$ cat src/rtl/assert_macros.svh
// assertion macros used by the find and replace rtl
`ifndef ASSERT_MACROS_SVH
`define ASSERT_MACROS_SVH

// property checked on clk, disabled while rst_n is low
`define FSR_ASSERT(lbl, prop) \
  lbl: assert property (@(posedge clk) disable iff (!rst_n) prop) \
    else $error("fsr assertion failed");

// condition that must never hold
`define FSR_ASSERT_NEVER(lbl, cond) \
  `FSR_ASSERT(lbl, !(cond))

`endif

$ cat src/rtl/fsr_pkg.sv
// types and constants of the streaming find and replace block
package fsr_pkg;

  localparam int CHAR_W    = 8;
  localparam int TEXT_W    = 64;
  localparam int LEN_W     = 4;
  localparam int CFG_IDX_W = 2;
  localparam int BYTE_IDX_W = 3;

  localparam logic [CFG_IDX_W-1:0] REG_KEY_TEXT  = 2'd0;
  localparam logic [CFG_IDX_W-1:0] REG_KEY_LEN   = 2'd1;
  localparam logic [CFG_IDX_W-1:0] REG_REPL_TEXT = 2'd2;
  localparam logic [CFG_IDX_W-1:0] REG_REPL_LEN  = 2'd3;

  typedef enum logic [1:0] {
    OP_CHAR,
    OP_PASS,
    OP_EOL
  } fsr_op_t;

  typedef struct packed {
    fsr_op_t           op;
    logic [CHAR_W-1:0] ch;
  } fsr_item_t;

  typedef struct packed {
    logic [TEXT_W-1:0] key_text;
    logic [LEN_W-1:0]  key_len;
    logic [TEXT_W-1:0] repl_text;
    logic [LEN_W-1:0]  repl_len;
  } fsr_cfg_t;

endpackage

$ cat src/rtl/fsr_stream_if.sv
// valid/ready channel interfaces for text input and result output
interface fsr_in_if import fsr_pkg::*; ();
  logic              valid;
  logic              ready;
  logic [CHAR_W-1:0] char_code;
  logic              line_end;

  modport source (output valid, output char_code, output line_end, input ready);
  modport sink   (input valid, input char_code, input line_end, output ready);
endinterface

interface fsr_out_if import fsr_pkg::*; ();
  logic              valid;
  logic              ready;
  logic [CHAR_W-1:0] out_char;
  logic              out_line_end;
  logic              last_of_run;

  modport source (output valid, output out_char, output out_line_end,
                  output last_of_run, input ready);
  modport sink   (input valid, input out_char, input out_line_end,
                  input last_of_run, output ready);
endinterface

$ cat src/rtl/fsr_front.sv
// front stage: accepts input requests and classifies them
module fsr_front import fsr_pkg::*; (
  input  logic      clk,
  input  logic      rst_n,
  fsr_in_if.sink    in_ch,
  input  logic      key_empty,
  output logic      item_v,
  output fsr_item_t item,
  input  logic      item_rdy
);

  logic      v_r;
  logic      v_nxt;
  fsr_item_t item_r;
  fsr_item_t item_nxt;

  assign in_ch.ready = !v_r || item_rdy;
  assign v_nxt       = in_ch.ready ? in_ch.valid : v_r;

  always_comb begin
    item_nxt.ch = in_ch.char_code;
    if (in_ch.line_end) begin
      item_nxt.op = OP_EOL;
    end else if (key_empty) begin
      item_nxt.op = OP_PASS;
    end else begin
      item_nxt.op = OP_CHAR;
    end
  end

  always_ff @(posedge clk) begin
    if (!rst_n) begin
      v_r <= 1'b0;
    end else begin
      v_r <= v_nxt;
    end
    if (in_ch.valid && in_ch.ready) begin
      item_r <= item_nxt;
    end
  end

  assign item_v = v_r;
  assign item   = item_r;

endmodule

$ cat src/rtl/fsr_queue.sv
// two entry queue between the front and back stages
module fsr_queue import fsr_pkg::*; (
  input  logic      clk,
  input  logic      rst_n,
  input  logic      push_v,
  input  fsr_item_t push_item,
  output logic      push_rdy,
  output logic      pop_v,
  output fsr_item_t pop_item,
  input  logic      pop_rdy
);

  fsr_item_t  mem_r [2];
  logic       wr_ptr_r;
  logic       wr_ptr_nxt;
  logic       rd_ptr_r;
  logic       rd_ptr_nxt;
  logic [1:0] cnt_r;
  logic [1:0] cnt_nxt;
  logic       push;
  logic       pop;

  assign push_rdy = (cnt_r != 2'd2);
  assign pop_v    = (cnt_r != 2'd0);
  assign pop_item = mem_r[rd_ptr_r];
  assign push     = push_v && push_rdy;
  assign pop      = pop_v && pop_rdy;

  always_comb begin
    wr_ptr_nxt = push ? !wr_ptr_r : wr_ptr_r;
    rd_ptr_nxt = pop ? !rd_ptr_r : rd_ptr_r;
    cnt_nxt    = cnt_r + {1'b0, push} - {1'b0, pop};
  end

  always_ff @(posedge clk) begin
    if (!rst_n) begin
      wr_ptr_r <= 1'b0;
      rd_ptr_r <= 1'b0;
      cnt_r    <= 2'd0;
    end else begin
      wr_ptr_r <= wr_ptr_nxt;
      rd_ptr_r <= rd_ptr_nxt;
      cnt_r    <= cnt_nxt;
    end
    if (push) begin
      mem_r[wr_ptr_r] <= push_item;
    end
  end

endmodule

$ cat src/rtl/fsr_back.sv
// back stage: holds the candidate match and emits results at most one per cycle, stalled by back-pressure
`include "assert_macros.svh"

module fsr_back import fsr_pkg::*; #(
  parameter int KEY_MAX     = 8,
  parameter int REPLACE_MAX = 8
) (
  input  logic      clk,
  input  logic      rst_n,
  input  fsr_cfg_t  cfg,
  input  logic      cfg_clear,
  input  logic      q_v,
  input  fsr_item_t q_item,
  output logic      q_pop,
  fsr_out_if.source out_ch
);

  localparam int CNT_W = $clog2(KEY_MAX + 1);

  typedef enum logic [1:0] {
    ST_IDLE,
    ST_CHECK,
    ST_REPL,
    ST_FLUSH
  } state_t;

  state_t            state_r;
  state_t            state_nxt;
  logic [CHAR_W-1:0] held_r   [KEY_MAX];
  logic [CHAR_W-1:0] held_nxt [KEY_MAX];
  logic [CHAR_W-1:0] held_sh  [KEY_MAX];
  logic [CNT_W-1:0]  cnt_r;
  logic [CNT_W-1:0]  cnt_nxt;
  logic [CNT_W-1:0]  cnt_m1;
  logic [LEN_W-1:0]  ridx_r;
  logic [LEN_W-1:0]  ridx_nxt;

  logic              out_v_r;
  logic [CHAR_W-1:0] out_char_r;
  logic              out_le_r;
  logic              out_last_r;

  logic              emit;
  logic [CHAR_W-1:0] e_char;
  logic              e_le;
  logic              e_last;
  logic              emit_ok;

  logic [LEN_W-1:0]  klen;
  logic [LEN_W-1:0]  rlen;
  logic [LEN_W-1:0]  cnt_ext;
  logic [LEN_W-1:0]  cnt_m1_ext;
  logic              pre;
  logic              sh_pre;
  logic              drop_last;
  logic              repl_last;

  assign klen = (cfg.key_len > LEN_W'(KEY_MAX)) ? LEN_W'(KEY_MAX) : cfg.key_len;
  assign rlen = (cfg.repl_len > LEN_W'(REPLACE_MAX)) ? LEN_W'(REPLACE_MAX) : cfg.repl_len;

  assign cnt_m1     = cnt_r - CNT_W'(1);
  assign cnt_ext    = LEN_W'(cnt_r);
  assign cnt_m1_ext = LEN_W'(cnt_m1);
  assign emit_ok    = !out_v_r || out_ch.ready;
  assign repl_last  = (ridx_r == rlen - LEN_W'(1));

  // held characters against the key, now and after dropping the oldest
  always_comb begin
    pre    = (cnt_ext <= klen);
    sh_pre = (cnt_m1_ext <= klen);
    for (int i = 0; i < KEY_MAX; i++) begin
      if ((CNT_W'(i) < cnt_r) && (held_r[i] != cfg.key_text[i*CHAR_W +: CHAR_W])) begin
        pre = 1'b0;
      end
    end
    for (int i = 0; i < KEY_MAX - 1; i++) begin
      if ((CNT_W'(i + 1) < cnt_r) &&
          (held_r[i + 1] != cfg.key_text[i*CHAR_W +: CHAR_W])) begin
        sh_pre = 1'b0;
      end
    end
    drop_last = sh_pre && !((cnt_m1_ext == klen) && (rlen != '0));
  end

  always_comb begin
    for (int i = 0; i < KEY_MAX - 1; i++) begin
      held_sh[i] = held_r[i + 1];
    end
    held_sh[KEY_MAX - 1] = held_r[KEY_MAX - 1];
  end

  always_comb begin
    state_nxt = state_r;
    cnt_nxt   = cnt_r;
    ridx_nxt  = ridx_r;
    held_nxt  = held_r;
    q_pop     = 1'b0;
    emit      = 1'b0;
    e_char    = '0;
    e_le      = 1'b0;
    e_last    = 1'b0;
    case (state_r)
      ST_IDLE: begin
        if (q_v) begin
          case (q_item.op)
            OP_CHAR: begin
              q_pop     = 1'b1;
              state_nxt = ST_CHECK;
              if (cnt_ext >= LEN_W'(KEY_MAX)) begin
                held_nxt[0] = q_item.ch;
                cnt_nxt     = CNT_W'(1);
              end else begin
                for (int i = 0; i < KEY_MAX; i++) begin
                  if (CNT_W'(i) == cnt_r) begin
                    held_nxt[i] = q_item.ch;
                  end
                end
                cnt_nxt = cnt_r + CNT_W'(1);
              end
            end
            OP_PASS: begin
              if (emit_ok) begin
                q_pop   = 1'b1;
                emit    = 1'b1;
                e_char  = q_item.ch;
                e_last  = 1'b1;
                cnt_nxt = '0;
              end
            end
            OP_EOL: begin
              q_pop     = 1'b1;
              state_nxt = ST_FLUSH;
            end
            default: begin
              q_pop = 1'b1;
            end
          endcase
        end
      end
      ST_CHECK: begin
        if (!pre) begin
          if (emit_ok) begin
            emit     = 1'b1;
            e_char   = held_r[0];
            e_last   = drop_last;
            held_nxt = held_sh;
            cnt_nxt  = cnt_m1;
          end
        end else if (cnt_ext == klen) begin
          cnt_nxt   = '0;
          ridx_nxt  = '0;
          state_nxt = (rlen != '0) ? ST_REPL : ST_IDLE;
        end else begin
          state_nxt = ST_IDLE;
        end
      end
      ST_REPL: begin
        if (emit_ok) begin
          emit     = 1'b1;
          e_char   = cfg.repl_text[ridx_r[BYTE_IDX_W-1:0]*CHAR_W +: CHAR_W];
          e_last   = repl_last;
          ridx_nxt = ridx_r + LEN_W'(1);
          if (repl_last) begin
            state_nxt = ST_IDLE;
          end
        end
      end
      ST_FLUSH: begin
        if (emit_ok) begin
          emit = 1'b1;
          if (cnt_r != '0) begin
            e_char   = held_r[0];
            held_nxt = held_sh;
            cnt_nxt  = cnt_m1;
          end else begin
            e_le      = 1'b1;
            e_last    = 1'b1;
            state_nxt = ST_IDLE;
          end
        end
      end
      default: begin
        state_nxt = ST_IDLE;
      end
    endcase
    if (cfg_clear) begin
      cnt_nxt = '0;
    end
  end

  always_ff @(posedge clk) begin
    if (!rst_n) begin
      state_r <= ST_IDLE;
      cnt_r   <= '0;
      out_v_r <= 1'b0;
    end else begin
      state_r <= state_nxt;
      cnt_r   <= cnt_nxt;
      if (emit) begin
        out_v_r <= 1'b1;
      end else if (out_ch.ready) begin
        out_v_r <= 1'b0;
      end
    end
    ridx_r <= ridx_nxt;
    held_r <= held_nxt;
    if (emit) begin
      out_char_r <= e_char;
      out_le_r   <= e_le;
      out_last_r <= e_last;
    end
  end

  assign out_ch.valid        = out_v_r;
  assign out_ch.out_char     = out_char_r;
  assign out_ch.out_line_end = out_le_r;
  assign out_ch.last_of_run  = out_last_r;

  `FSR_ASSERT(a_held_proper_prefix, (state_r == ST_IDLE && klen != '0) |-> (cnt_ext < klen))
  `FSR_ASSERT(a_marker_ends_run, (out_v_r && out_le_r) |-> (out_last_r && out_char_r == '0))
  `FSR_ASSERT_NEVER(a_repl_with_held, state_r == ST_REPL && cnt_r != '0)

endmodule

$ cat src/rtl/streaming_find_replace.sv
// top level of the streaming find and replace block
// order: an accepted request is registered in the front stage and then in the queue before
// the back stage pops it; a pass-through result is registered as it is popped, other results
// come from the check, replacement and flush states; the front stage and queue take new
// requests while the back stage works; at most one result per cycle, stalled by back-pressure
// reset: clears control state and the configuration, the held characters and data registers are not cleared
module streaming_find_replace import fsr_pkg::*; #(
  parameter int KEY_MAX     = 8,
  parameter int REPLACE_MAX = 8
) (
  input  logic                 clk,
  input  logic                 rst_n,
  fsr_in_if.sink               in_ch,
  fsr_out_if.source            out_ch,
  input  logic                 cfg_we,
  input  logic [CFG_IDX_W-1:0] cfg_index,
  input  logic [TEXT_W-1:0]    cfg_wdata
);

  fsr_cfg_t  cfg_r;
  fsr_cfg_t  cfg_nxt;
  logic      cfg_clear;
  logic      f_v;
  fsr_item_t f_item;
  logic      f_rdy;
  logic      q_v;
  fsr_item_t q_item;
  logic      q_pop;

  always_comb begin
    cfg_nxt   = cfg_r;
    cfg_clear = 1'b0;
    if (cfg_we) begin
      case (cfg_index)
        REG_KEY_TEXT: begin
          cfg_nxt.key_text = cfg_wdata;
          cfg_clear        = 1'b1;
        end
        REG_KEY_LEN: begin
          cfg_nxt.key_len = cfg_wdata[LEN_W-1:0];
          cfg_clear       = 1'b1;
        end
        REG_REPL_TEXT: begin
          cfg_nxt.repl_text = cfg_wdata;
        end
        REG_REPL_LEN: begin
          cfg_nxt.repl_len = cfg_wdata[LEN_W-1:0];
        end
        default: begin
          cfg_nxt = cfg_r;
        end
      endcase
    end
  end

  always_ff @(posedge clk) begin
    if (!rst_n) begin
      cfg_r <= '0;
    end else begin
      cfg_r <= cfg_nxt;
    end
  end

  fsr_front u_front (
    .clk       (clk),
    .rst_n     (rst_n),
    .in_ch     (in_ch),
    .key_empty (cfg_r.key_len == '0),
    .item_v    (f_v),
    .item      (f_item),
    .item_rdy  (f_rdy)
  );

  fsr_queue u_queue (
    .clk       (clk),
    .rst_n     (rst_n),
    .push_v    (f_v),
    .push_item (f_item),
    .push_rdy  (f_rdy),
    .pop_v     (q_v),
    .pop_item  (q_item),
    .pop_rdy   (q_pop)
  );

  fsr_back #(
    .KEY_MAX     (KEY_MAX),
    .REPLACE_MAX (REPLACE_MAX)
  ) u_back (
    .clk       (clk),
    .rst_n     (rst_n),
    .cfg       (cfg_r),
    .cfg_clear (cfg_clear),
    .q_v       (q_v),
    .q_item    (q_item),
    .q_pop     (q_pop),
    .out_ch    (out_ch)
  );

endmodule

$ cat src/flat_wrapper.sv
// flat-port wrapper written by rule: the top's interface ports become plain ports
module streaming_find_replace_flat import fsr_pkg::*;
#(
  parameter int KEY_MAX     = 8,
  parameter int REPLACE_MAX = 8
)
  (clk, rst_n, cfg_we, cfg_index, cfg_wdata, in_ch_valid, in_ch_char_code, in_ch_line_end, in_ch_ready, out_ch_valid, out_ch_out_char, out_ch_out_line_end, out_ch_last_of_run, out_ch_ready);
  fsr_in_if in_ch_i ();
  fsr_out_if out_ch_i ();
  input  logic clk;
  input  logic rst_n;
  input  logic cfg_we;
  input  logic [CFG_IDX_W-1:0] cfg_index;
  input  logic [TEXT_W-1:0] cfg_wdata;
  input wire logic [$bits(in_ch_i.valid)-1:0] in_ch_valid;
  input wire logic [$bits(in_ch_i.char_code)-1:0] in_ch_char_code;
  input wire logic [$bits(in_ch_i.line_end)-1:0] in_ch_line_end;
  output wire logic [$bits(in_ch_i.ready)-1:0] in_ch_ready;
  output wire logic [$bits(out_ch_i.valid)-1:0] out_ch_valid;
  output wire logic [$bits(out_ch_i.out_char)-1:0] out_ch_out_char;
  output wire logic [$bits(out_ch_i.out_line_end)-1:0] out_ch_out_line_end;
  output wire logic [$bits(out_ch_i.last_of_run)-1:0] out_ch_last_of_run;
  input wire logic [$bits(out_ch_i.ready)-1:0] out_ch_ready;
  assign in_ch_i.valid = in_ch_valid;
  assign in_ch_i.char_code = in_ch_char_code;
  assign in_ch_i.line_end = in_ch_line_end;
  assign in_ch_ready = in_ch_i.ready;
  assign out_ch_valid = out_ch_i.valid;
  assign out_ch_out_char = out_ch_i.out_char;
  assign out_ch_out_line_end = out_ch_i.out_line_end;
  assign out_ch_last_of_run = out_ch_i.last_of_run;
  assign out_ch_i.ready = out_ch_ready;
  streaming_find_replace #(.KEY_MAX(KEY_MAX), .REPLACE_MAX(REPLACE_MAX)) u_core (.clk(clk), .rst_n(rst_n), .in_ch(in_ch_i), .out_ch(out_ch_i), .cfg_we(cfg_we), .cfg_index(cfg_index), .cfg_wdata(cfg_wdata));
endmodule
$ cat config.mk
export PLATFORM = sky130hd
export DESIGN_NAME = streaming_find_replace_flat
export DESIGN_NICKNAME = d
export VERILOG_FILES = /design/src/rtl/fsr_pkg.sv /design/src/rtl/fsr_stream_if.sv /design/src/rtl/fsr_front.sv /design/src/rtl/fsr_queue.sv /design/src/rtl/fsr_back.sv /design/src/rtl/streaming_find_replace.sv /design/src/flat_wrapper.sv
export VERILOG_INCLUDE_DIRS = /design/src /design/src/rtl
export SDC_FILE = /design/constraint.sdc
export NUM_CORES = 1
export LEC_CHECK = 0
export BUFFER_PORTS_ARGS = -buffer_cell sky130_fd_sc_hd__buf_2
export CELL_PAD_IN_SITES_DETAIL_PLACEMENT = 0
export CELL_PAD_IN_SITES_GLOBAL_PLACEMENT = 1
export CORE_MARGIN = 1.5
export CORE_UTILIZATION = 47
export DETAILED_ROUTE_END_ITERATION = 8
export PLACE_DENSITY_LB_ADDON = 0.08
export SLEW_MARGIN = 25
export SYNTH_ARGS = -nofsm -noshare
export SYNTH_HDL_FRONTEND = slang
export SYNTH_SLANG_ARGS = --single-unit
$ cat constraint.sdc
create_clock -name clk -period 3.9 [get_ports clk]
set_input_delay 0.39 -clock clk [delete_from_list [all_inputs] [get_ports clk]]
set_output_delay 0.39 -clock clk [all_outputs]
set_load 0.01 [all_outputs]
==> results of run 1 <==
flip-flops by register name, summed over array words and instances, names as in the netlist, 2 cells and up, named ones only:
register                       cells
u_core.u_back.state_r              2
u_core.cfg_r                     136
u_core.u_queue.cnt_r               2
u_core.u_back.out_ch.out_char      8
u_core.u_back.held_r              64
u_core.u_front.item               10
u_core.u_back.cnt_ext              4
u_core.u_back.ridx_r               4
u_core.u_queue.mem_r              20
stage by stage:
| step | cells | TNS, ns | setup WS (ns) | hold WS, ns |
|---|---|---|---|---|
| after global routing | 1702 | -4.28 | -0.113 | 0.0525 |
| final | 1702 | 0 | 0.167 | 0.0577 |
| after floorplan | 1270 | 0 | 0.896 | 0.421 |
| after global placement | 1639 | 0 | 0.360 | 0.423 |
| after CTS | 1702 | 0 | 0.212 | 0.0479 |
| after detailed placement | 1640 | 0 | 0.255 | 0.434 |
area by class of cell:
type / instances / area (µm²) / share of cell area, %
sequential: 257 / 6230 / 44.9
clock buffer: 39 / 818 / 5.89
inverter: 67 / 254 / 1.83
multi-input combinational: 876 / 5280 / 38.0
clock inverter: 15 / 185 / 1.33
tap: 330 / 413 / 2.97
timing repair buffer: 118 / 711 / 5.12
worst max-delay path, delay by kind of cell (launching register included):
family          cells  cell delay, ns
compound gates      5            1.85
simple gates        2            0.34
fa+ha+maj           1            0.33
flops               1            0.47
buf+inv             2            0.32
path summary, 6_finish.rpt:
path                                                    to  slack (ns)  cells past startpoint
worst max-delay path              u_core.u_back.held_r[52]        0.17                     10
worst min-delay path                u_core.u_front.item[9]        0.06                      1
worst max register to register    u_core.u_back.held_r[52]        0.17                     10
worst min register to register  u_core.u_queue.mem_r[1][2]        0.44                      0
cell families after synthesis:
kind of cell               after synthesis
AOI/OAI and AO/OA                      253
xor gates and xnor gates               131
adders and majority gates               16
buffers and inverters                  137
DFF                                    257
muxes                                   46
and+or+nand+nor                        430
power groups by stage:
stage               registers, mW  clock network [mW]  logic (mW)
floorplan                    3.66                   0        1.84
detailed placement           3.83                   0        2.58
global placement             3.85                   0        2.53
CTS                          3.78                2.87        2.60
global route                 3.82                2.98        2.89
finish                       3.78                2.83        2.63
placed cells by master (no fill, tap or decap), drive strengths merged, types with 21 or more instances in the layout:
cell type  instances
inv               69
nand2            288
dfxtp            149
a21oi            205
nand4             21
xnor2             79
mux2i             27
clkbuf            39
nor2              55
edfxtp           108
xor2              52
buf              110
what timing repair did:
| item | 4_1_cts | 5_1_grt |
|---|---|---|
| setup buffers | 0 | 0 |
| hold buffers | 8 | 0 |
| endpoints found under the setup margin | 0 | 56 |
| hold endpoints to repair | 8 | 0 |
metal layers:
metal  global-route usage, %  wire [µm]  vias up
li1                        -          -     4495
met1                    39.5      16400     4498
met2                    43.3      16500      259
met3                    3.64       2010       53
met4                    6.38        767        0
met5                       0          0        -
==> metrics.cfg, run 1 <==
[synth]
synthCells=1270
syn_avg_cell_area_um2=9.45
yosysTopAreaCellShare_pct=27.0
synth_compound_area_share_pct=11.9
synth_ff_type=dfxtp_1
synth_area_mm2=0.0120
synth_fa_ha_area_share_pct=1.67
ys_warn_count=0
synth_mux_area_share_pct=5.57
synthTopCellsByCount=288 x nand2_1, 204 x a21oi_1, 149 x dfxtp_1
synth_nets=1366
synth-seq-cells=257
synth_cell_types=57
synth_most_common_cell=nand2_1
synth_xor_area_share_pct=9.56
seq_area_frac_synth_pct=51.9
netlist_top_cells_area=edfxtp_1 27%, dfxtp_1 25%, nand2_1 9.0%, a21oi_1 8.5%, xnor2_1 5.8%
synth_edf_count=108
synth_top_family_by_area=simple AND/OR/NAND/NOR gates
synthArstFlopShare_pct=0
synth_top_area_cell=edfxtp_1
synth-simple-area-share_pct=15.2

[worst_setup_path]
crit_type=reg -> reg
cpPeakStageDelay_ns=0.68
critPathSlowestCell=a21oi_1
required_ns=4.08
crit_path_start=u_core.u_back.cnt_ext[0]
cp.arrival_ns=3.91
r2r-start=u_core.u_back.cnt_ext[0]
critPathLaunchType=flop
crit_fanout=9
path_cells=inv_1 -> ha_1 -> inv_2 -> nor3_1 -> a41o_1 -> o311ai_1 -> a211oi_4 -> a211oi_2 -> nor2_2 -> a21oi_1
cp-end-kind=flop

[timing]
max_slew.worst_pin.slew_ns=0.938
period_share_pct=95.7
rsz0062_at_grt=true
maxSlewViolCount=0
period_needed_ns=3.73
final-setup-viol-count=0
timing.fmax_mhz=268
skew_ns=0.0313
max_slew_margin_pct=37.3
hold_violations=0

[pwr]
power_density_mw_per_mm2=666
power.internal_mw=6.03
power_mw=9.24
pwr-share-seq_pct=40.9
pwr-share-clk_pct=30.6
peakVddDrop_uv=380
p_sw_share_pct=34.8
p_sw_mw=3.21
p_leak_nw=5.17
power_frac_comb_pct=28.5

[routing]
viasPerCell=5.47
drt_iter0_drc=867
dr.pass1.iters=5
wl_um=35700
ant_nets=0
wire_per_inst_um=21.0
drc=0
via_count=9305

[job]
cap_violations=0

[worst_hold_path]
hold_class=in -> reg
min_from=in_ch_line_end

[global_routing]
grt.total_usage_pct=27.3
grt_pass1_wl_um=54200
grt_pass1_vias=8800
antenna_found_initial=0
grt_max_degree=73
grt_overflow=0

[finish]
drive_above_1_share_pct=13.9
syn_to_final_growth_pct=15.7
final_cell_area_mm2=0.0139
diodes=0
final_util_pct=55.3
nets=1445
nFillCells=2407

[placed_design]
detailed_place_hpwl_um=25800
postPlaceCellArea_mm2=0.0128
port_buffers=91
place.gp.congestion=0.893

[floorplanning]
die_area_mm2=0.0265
row_count=58
die_height_um=163
coreArea_mm2=0.0251
initial_utilization_pct=47.8
io_pins=92
die_w_um=163

[clock_tree]
cts_buffers=29
clock_latency_ns=0.57
clockBufferDepth=3
clockRootBuffer=clkbuf_16
cts_num_sinks=257
cts.htree.levels=1
clkSlewWorstSetupHoldPaths_ns=0.06
postCtsResizedCells=0
cts_tree=done

[run_status]
outcome=complete, no violations

Note: power is estimated with default switching activity, not from simulation.
==> run 2: changes to the inputs <==
Settings changed: ABC_AREA from default to 1, CORE_UTILIZATION 47 to 46.
==> metrics.cfg, run 2 <==
[finish]
nets=1672  ; +16%
multi_input_area_mm2=0.00540  ; +2.4%
drive_above_1_share_pct=11.7  ; -2.2 points
mostFrequentLayoutCells=340 x nor2_1, 219 x o21ai_0, 201 x nand2_1
top_regs=u_core.cfg_r (136), u_core.u_back.held_r (64), u_core.u_queue.mem_r (20)
nFillCells=2558  ; +6.3%
final_util_pct=53.4  ; -1.9 points
diodes=0  ; unchanged
syn_to_final_growth_pct=13.5
largest_reg_flops=136  ; unchanged
final_common_cell=nor2_1
regArea_mm2=0.00623  ; about the same
largest-register=u_core.cfg_r

[clock_tree]
clock_latency_ns=0.56  ; about the same
cts_num_sinks=257  ; unchanged
postCtsResizedCells=0  ; unchanged
cts_tree=done
cts_setup_buffers=0  ; unchanged
clockBufferDepth=3  ; unchanged
clockRootBuffer=clkbuf_16
cts_hold_buf=0  ; -8
cts_buffers=29  ; unchanged
clkSlewWorstSetupHoldPaths_ns=0.06  ; about the same
cts.htree.levels=1  ; unchanged

[floorplanning]
row_count=59  ; +1.7%
die_height_um=166  ; +2.3%
die_w_um=166  ; +2.3%
die_area_mm2=0.0277  ; +4.6%
coreArea_mm2=0.0261  ; +4.1%
initial_utilization_pct=47.0  ; -0.75 points
io_pins=92  ; unchanged

[timing]
fin_ws_ns=0.986  ; +0.819 ns
hold_violations=0  ; unchanged
skew_ns=0.0170  ; -0.0143 ns
period_share_pct=74.7  ; -21 points
max_slew_margin_pct=26.2  ; -11 points
timing.fmax_mhz=343  ; +28%
rsz0062_at_grt=false
maxSlewViolCount=0  ; unchanged
max_slew.worst_pin.slew_ns=1.11  ; +0.168 ns
final-setup-viol-count=0  ; unchanged
period_needed_ns=2.91  ; -0.819 ns
finalSetupTns_ns=0  ; unchanged

[worst_setup_path]
path_delay_family=simple AND/OR/NAND/NOR gates
cp-end-kind=flop
required_ns=4.09  ; about the same
cpPeakStageDelay_ns=0.67  ; about the same
crit_type=reg -> reg
path_cells=ha_1 -> nand2_1 -> nor3_2 -> inv_1 -> nand2_1 -> nand3_1 -> nor2_1 -> nand2_4 -> nor2_4 -> inv_1 -> nand4_2 -> a21oi_1
reg2reg_depth=12  ; +2
rrSetupSlack_ns=0.99  ; +0.82 ns
critPathSlowestCell=a21oi_1
r2r_end=u_core.u_back.held_r[15]
critPathBufInv=2  ; unchanged
cp-endpoint=u_core.u_back.held_r[15]
cp.arrival_ns=3.11  ; -0.80 ns
path_depth=12  ; +2
crit_path_start=u_core.u_back.cnt_ext[3]
r2r-start=u_core.u_back.cnt_ext[3]
critPathLaunchType=flop
crit_fanout=10  ; +1

[placed_design]
place.gp.congestion=0.888  ; -0.57%
detailed_place_hpwl_um=29000  ; +12%
place_ws_ns=1.01  ; +0.752 ns
port_buffers=91  ; unchanged

[synth]
synth_cell_types=45  ; -21%
synth_top_area_cell=edfxtp_1
synthCells=1503  ; +18%
ys_warn_count=0  ; unchanged
yosysTopAreaCellShare_pct=26.4  ; -0.64 points
synthArstFlopShare_pct=0  ; unchanged
syn_avg_cell_area_um2=8.18  ; -13%
synth_ff_type=dfxtp_1
netlist_top_cells_area=edfxtp_1 26%, dfxtp_1 24%, nor2_1 10%, o21ai_0 8.9%, nand2_1 6.1%
seq_area_frac_synth_pct=50.6  ; -1.2 points
synth_most_common_cell=nor2_1
synth_edf_count=108  ; unchanged
synth_area_mm2=0.0123  ; +2.4%
synth_nets=1599  ; +17%
synthTopCellsByCount=342 x nor2_1, 219 x o21ai_0, 201 x nand2_1
synth-seq-cells=257  ; unchanged

[global_routing]
grt_overflow=0  ; unchanged
antenna_found_initial=0  ; unchanged
grt_max_degree=93  ; +27%
grt_pass1_wl_um=60000  ; +11%
grt_pass1_vias=9982  ; +13%
grt.total_usage_pct=28.6  ; +1.3 points

[routing]
via_count=10600  ; +14%
drc=0  ; unchanged
drt_iter0_drc=868  ; +0.12%
wire_per_inst_um=20.6  ; -1.6%
dr.pass1.iters=5  ; unchanged
ant_nets=0  ; unchanged
viasPerCell=5.46  ; about the same
wl_um=39900  ; +12%

[worst_hold_path]
hold_class=in -> reg

[pwr]
power_mw=10.2  ; +10%
power_density_mw_per_mm2=730  ; +9.7%
p_leak_nw=5.82  ; +13%
peakVddDrop_uv=448  ; +18%

[run_status]
outcome=complete, no violations

[job]
cap_violations=0  ; unchanged

-- run 2: cell type report --
cell class	count	share of cell area, %
multi-input cells	1069	38.7
repair buffers	107	4.14
clock inverters	11	0.762
flip-flops and latches	257	44.6
inverters	112	3.01
clock buffers	43	5.72
well taps	335	3.01
-- run 2: routing by layer --
| metal | part of all wire, % | track usage [%] |
|---|---|---|
| met5 | 0 | 0 |
| met1 | 47 | 42.0 |
| met4 | 2.2 | 7.08 |
| met3 | 7.2 | 5.28 |
| met2 | 43 | 43.7 |
-- run 2: cells by family (layout without fill, tap and decap cells) --
family	after synthesis	after routing	share of synthesized area, %
AOI/OAI and AO/OA	299	299	13.1
xor gates and xnor gates	84	84	5.98
muxes	9	9	0.733
DFF	257	257	50.6
adders and majority gates	16	16	1.63
and+or+nand+nor	661	661	22.4
buffers and inverters	177	273	5.52
-- run 2: worst min-delay path by stage --
stage	start	to	slack, ns	depth (start not counted)
6_report	in_ch_char_code[5]	u_core.u_front.item[5]	0.01	1
5_1_grt	in_ch_char_code[2]	u_core.u_front.item[2]	0.0009	1
4_1_cts	in_ch_char_code[6]	u_core.u_front.item[6]	0.0006	1
3_5_place_dp	u_core.u_front.item[9]	u_core.u_queue.mem_r[1][9]	0.43	0
3_3_place_gp	u_core.u_front.item[9]	u_core.u_queue.mem_r[0][9]	0.42	0
2_1_floorplan	u_core.u_front.item[0]	u_core.u_queue.mem_r[0][0]	0.42	0
-- run 2: metrics by stage --
stage | area (µm²) | instances | hold slack, ns
6_report | 13900 | 1934 | 0.0119
5_1_grt | 13900 | 1934 | 0.000869
4_1_cts | 13900 | 1934 | 0.000648
3_5_place_dp | 13000 | 1880 | 0.431
3_3_place_gp | 13000 | 1880 | 0.424
2_1_floorplan | 12300 | 1503 | 0.421
-- run 2: power by group --
part	total, mW	leakage [nW]	switching [mW]	internal, mW
Clock	2.65	0.438	1.11	1.54
Combinational	3.55	3.16	2.39	1.16
Sequential	3.98	2.23	0.455	3.53
Total	10.2	5.82	3.95	6.23
==> run 3: changes to the inputs <==
Settings changed: CORE_UTILIZATION 46 to 41.
Clock period 3.9 ns to 2.5 ns, I/O delays scaled along.
==> metrics.cfg, run 3 (synthesized netlist as in run 2, its figures left out) <==
[timing]
max_slew.worst_pin.slew_ns=0.801  ; -0.306 ns
final-setup-viol-count=0  ; unchanged
skew_ns=0.0176  ; +0.000646 ns
fin_ws_ns=0.0963  ; -0.890 ns
period_share_pct=96.1  ; +21 points
period_needed_ns=2.40  ; -0.510 ns
finalSetupTns_ns=0  ; unchanged
max_slew_margin_pct=46.6  ; +20 points
timing.fmax_mhz=416  ; +21%
rsz0062_at_grt=true
hold_violations=0  ; unchanged
maxSlewViolCount=0  ; unchanged

[worst_setup_path]
crit_path_start=u_core.cfg_r[71]
cp-end-kind=flop
cp-endpoint=u_core.u_back.held_r[13]
reg2reg_depth=17  ; +5
rrSetupSlack_ns=0.1  ; -0.89 ns
critPathLaunchType=flop
crit_fanout=8  ; -2
r2r-start=u_core.cfg_r[71]
cp.arrival_ns=2.66  ; -0.45 ns
r2r_end=u_core.u_back.held_r[13]
critPathSlowestCell=dfxtp_2
path_cells=inv_2 -> nand2_2 -> ha_1 -> inv_1 -> nor2_1 -> nor2_1 -> o21ai_1 -> nand2_1 -> nand3_2 -> nor2_2 -> nand2_4 -> nor2_4 -> buf_6 -> inv_4 -> nand4_4 -> a21oi_2 -> buf_6
required_ns=2.76  ; -1.33 ns
cpPeakStageDelay_ns=0.32  ; -0.35 ns
crit_type=reg -> reg

[routing]
dr.pass1.iters=5  ; unchanged
drt_iter0_drc=1103  ; +27%
wl_um=42700  ; +7.2%
ant_nets=0  ; unchanged
via_count=11100  ; +4.7%
wire_per_inst_um=20.0  ; -3.0%
drc=0  ; unchanged
viasPerCell=5.18  ; -5.2%

[clock_tree]
cts_num_sinks=257  ; unchanged
clkSlewWorstSetupHoldPaths_ns=0.06  ; about the same
cts.htree.levels=1  ; unchanged
cts_buffers=29  ; unchanged
clockRootBuffer=clkbuf_16
clockBufferDepth=3  ; unchanged
clock_latency_ns=0.56  ; about the same
cts_tree=done

[global_routing]
grt_pass1_vias=10700  ; +7.5%
grt_overflow=0  ; unchanged
grt_max_degree=120  ; +29%
grt_pass1_wl_um=64400  ; +7.3%
grt.total_usage_pct=27.6  ; -1.0 points
antenna_found_initial=0  ; unchanged

[placed_design]
detailed_place_hpwl_um=31100  ; +7.0%
port_buffers=91  ; unchanged
place_ws_ns=-0.139  ; -1.15 ns
place.gp.congestion=0.894  ; +0.68%

[floorplanning]
coreArea_mm2=0.0296  ; +13%
io_pins=92  ; unchanged
row_count=63  ; +6.8%
die_height_um=176  ; +5.8%
die_area_mm2=0.0310  ; +12%
die_w_um=176  ; +5.8%
initial_utilization_pct=41.6  ; -5.5 points

[finish]
top_regs=u_core.cfg_r (136), u_core.u_back.held_r (64), u_core.u_queue.mem_r (20)
syn_to_final_growth_pct=26.5
nFillCells=2851  ; +11%
largest-register=u_core.cfg_r
final_common_cell=nor2_1
drive_above_1_share_pct=17.7  ; +6.0 points
diodes=0  ; unchanged
largest_reg_flops=136  ; unchanged
final_util_pct=52.6  ; -0.77 points
nets=1820  ; +8.9%
mostFrequentLayoutCells=332 x nor2_1, 217 x o21ai_0, 199 x nand2_1

[pwr]
peakVddDrop_uv=486  ; +8.4%
p_leak_nw=6.59  ; +13%
power_density_mw_per_mm2=1120  ; +53%
p_sw_share_pct=38.0  ; -0.83 points
pwr-share-clk_pct=25.1  ; -0.9 points
pwr-share-seq_pct=35.2  ; -3.9 points
power_frac_comb_pct=39.7  ; +4.8 points
power.internal_mw=10.8  ; +73%
p_sw_mw=6.59  ; +67%

[job]
cap_violations=0  ; unchanged

[worst_hold_path]
hold_class=in -> reg

[run_status]
outcome=complete, no violations

## run 3: layout make-up
class	instances	area, µm²	share of cell area, %
flip-flops and latches	257	6230	40.0
multi-input cells	1069	5530	35.6
repair buffers	255	1910	12.3
clock buffers	44	842	5.42
well taps	390	488	3.14
inverters	112	423	2.72
clock inverters	10	131	0.845
## run 3: how the worst min path moves through the flow
| stage | depth (start not counted) | from | end |
|---|---|---|---|
| 2_1_floorplan | 0 | in_ch_char_code[0] | u_core.u_front.item[0] |
| 5_1_grt | 3 | cfg_wdata[45] | u_core.cfg_r[117] |
| 4_1_cts | 3 | cfg_wdata[45] | u_core.cfg_r[117] |
| 3_3_place_gp | 0 | u_core.u_front.item[0] | u_core.u_queue.mem_r[1][0] |
| 6_report | 3 | cfg_wdata[45] | u_core.cfg_r[117] |
| 3_5_place_dp | 1 | in_ch_char_code[5] | u_core.u_front.item[5] |
## run 3: what timing repair did
item / CTS / global route
hold buffers: 58 / 0
endpoints found under the setup margin: 70 / 83
endpoints found under the hold margin: 91 / 0
setup buffers: 0 / 4
resized for setup: 10 / 32
pin swaps: 1 / 11
## run 3: power groups by stage
stage                     sequential, mW  clock [mW]  combinational (mW)
after global routing                6.17        4.60                7.61
after global placement              6.17           0                6.41
after CTS                           6.08        4.43                6.62
after detailed placement            6.15           0                6.43
final                               6.10        4.36                6.89
after floorplan                     6.01           0                3.84
## run 3: per-stage QoR
step           hold slack, ns  std cells  total power, mW  instance area [µm²]
2_1_floorplan           0.349       1503             9.85                12300
3_3_place_gp            0.424       2023             12.6                13800
3_5_place_dp            0.428       2023             12.6                13800
4_1_cts               0.00223       2135             17.1                15400
5_1_grt                0.0249       2137             18.4                15500
6_report               0.0280       2137             17.4                15500
## run 3: critical path, delay by kind of cell, from the launching register on
kind | cells | cell delay (ns)
AO/OA/AOI/OAI | 2 | 0.35
adder cells (fa/ha/maj) | 1 | 0.27
buffers and inverters | 5 | 0.46
flip-flops | 1 | 0.32
AND/OR/NAND/NOR | 9 | 0.71
## run 3: layer usage
metal	wire length (µm)	global-route usage, %	vias to the layer above
li1	-	-	5411
met1	20500	41.3	5235
met2	18300	41.1	359
met3	2990	4.48	61
met4	969	7.12	0
met5	0	0	-
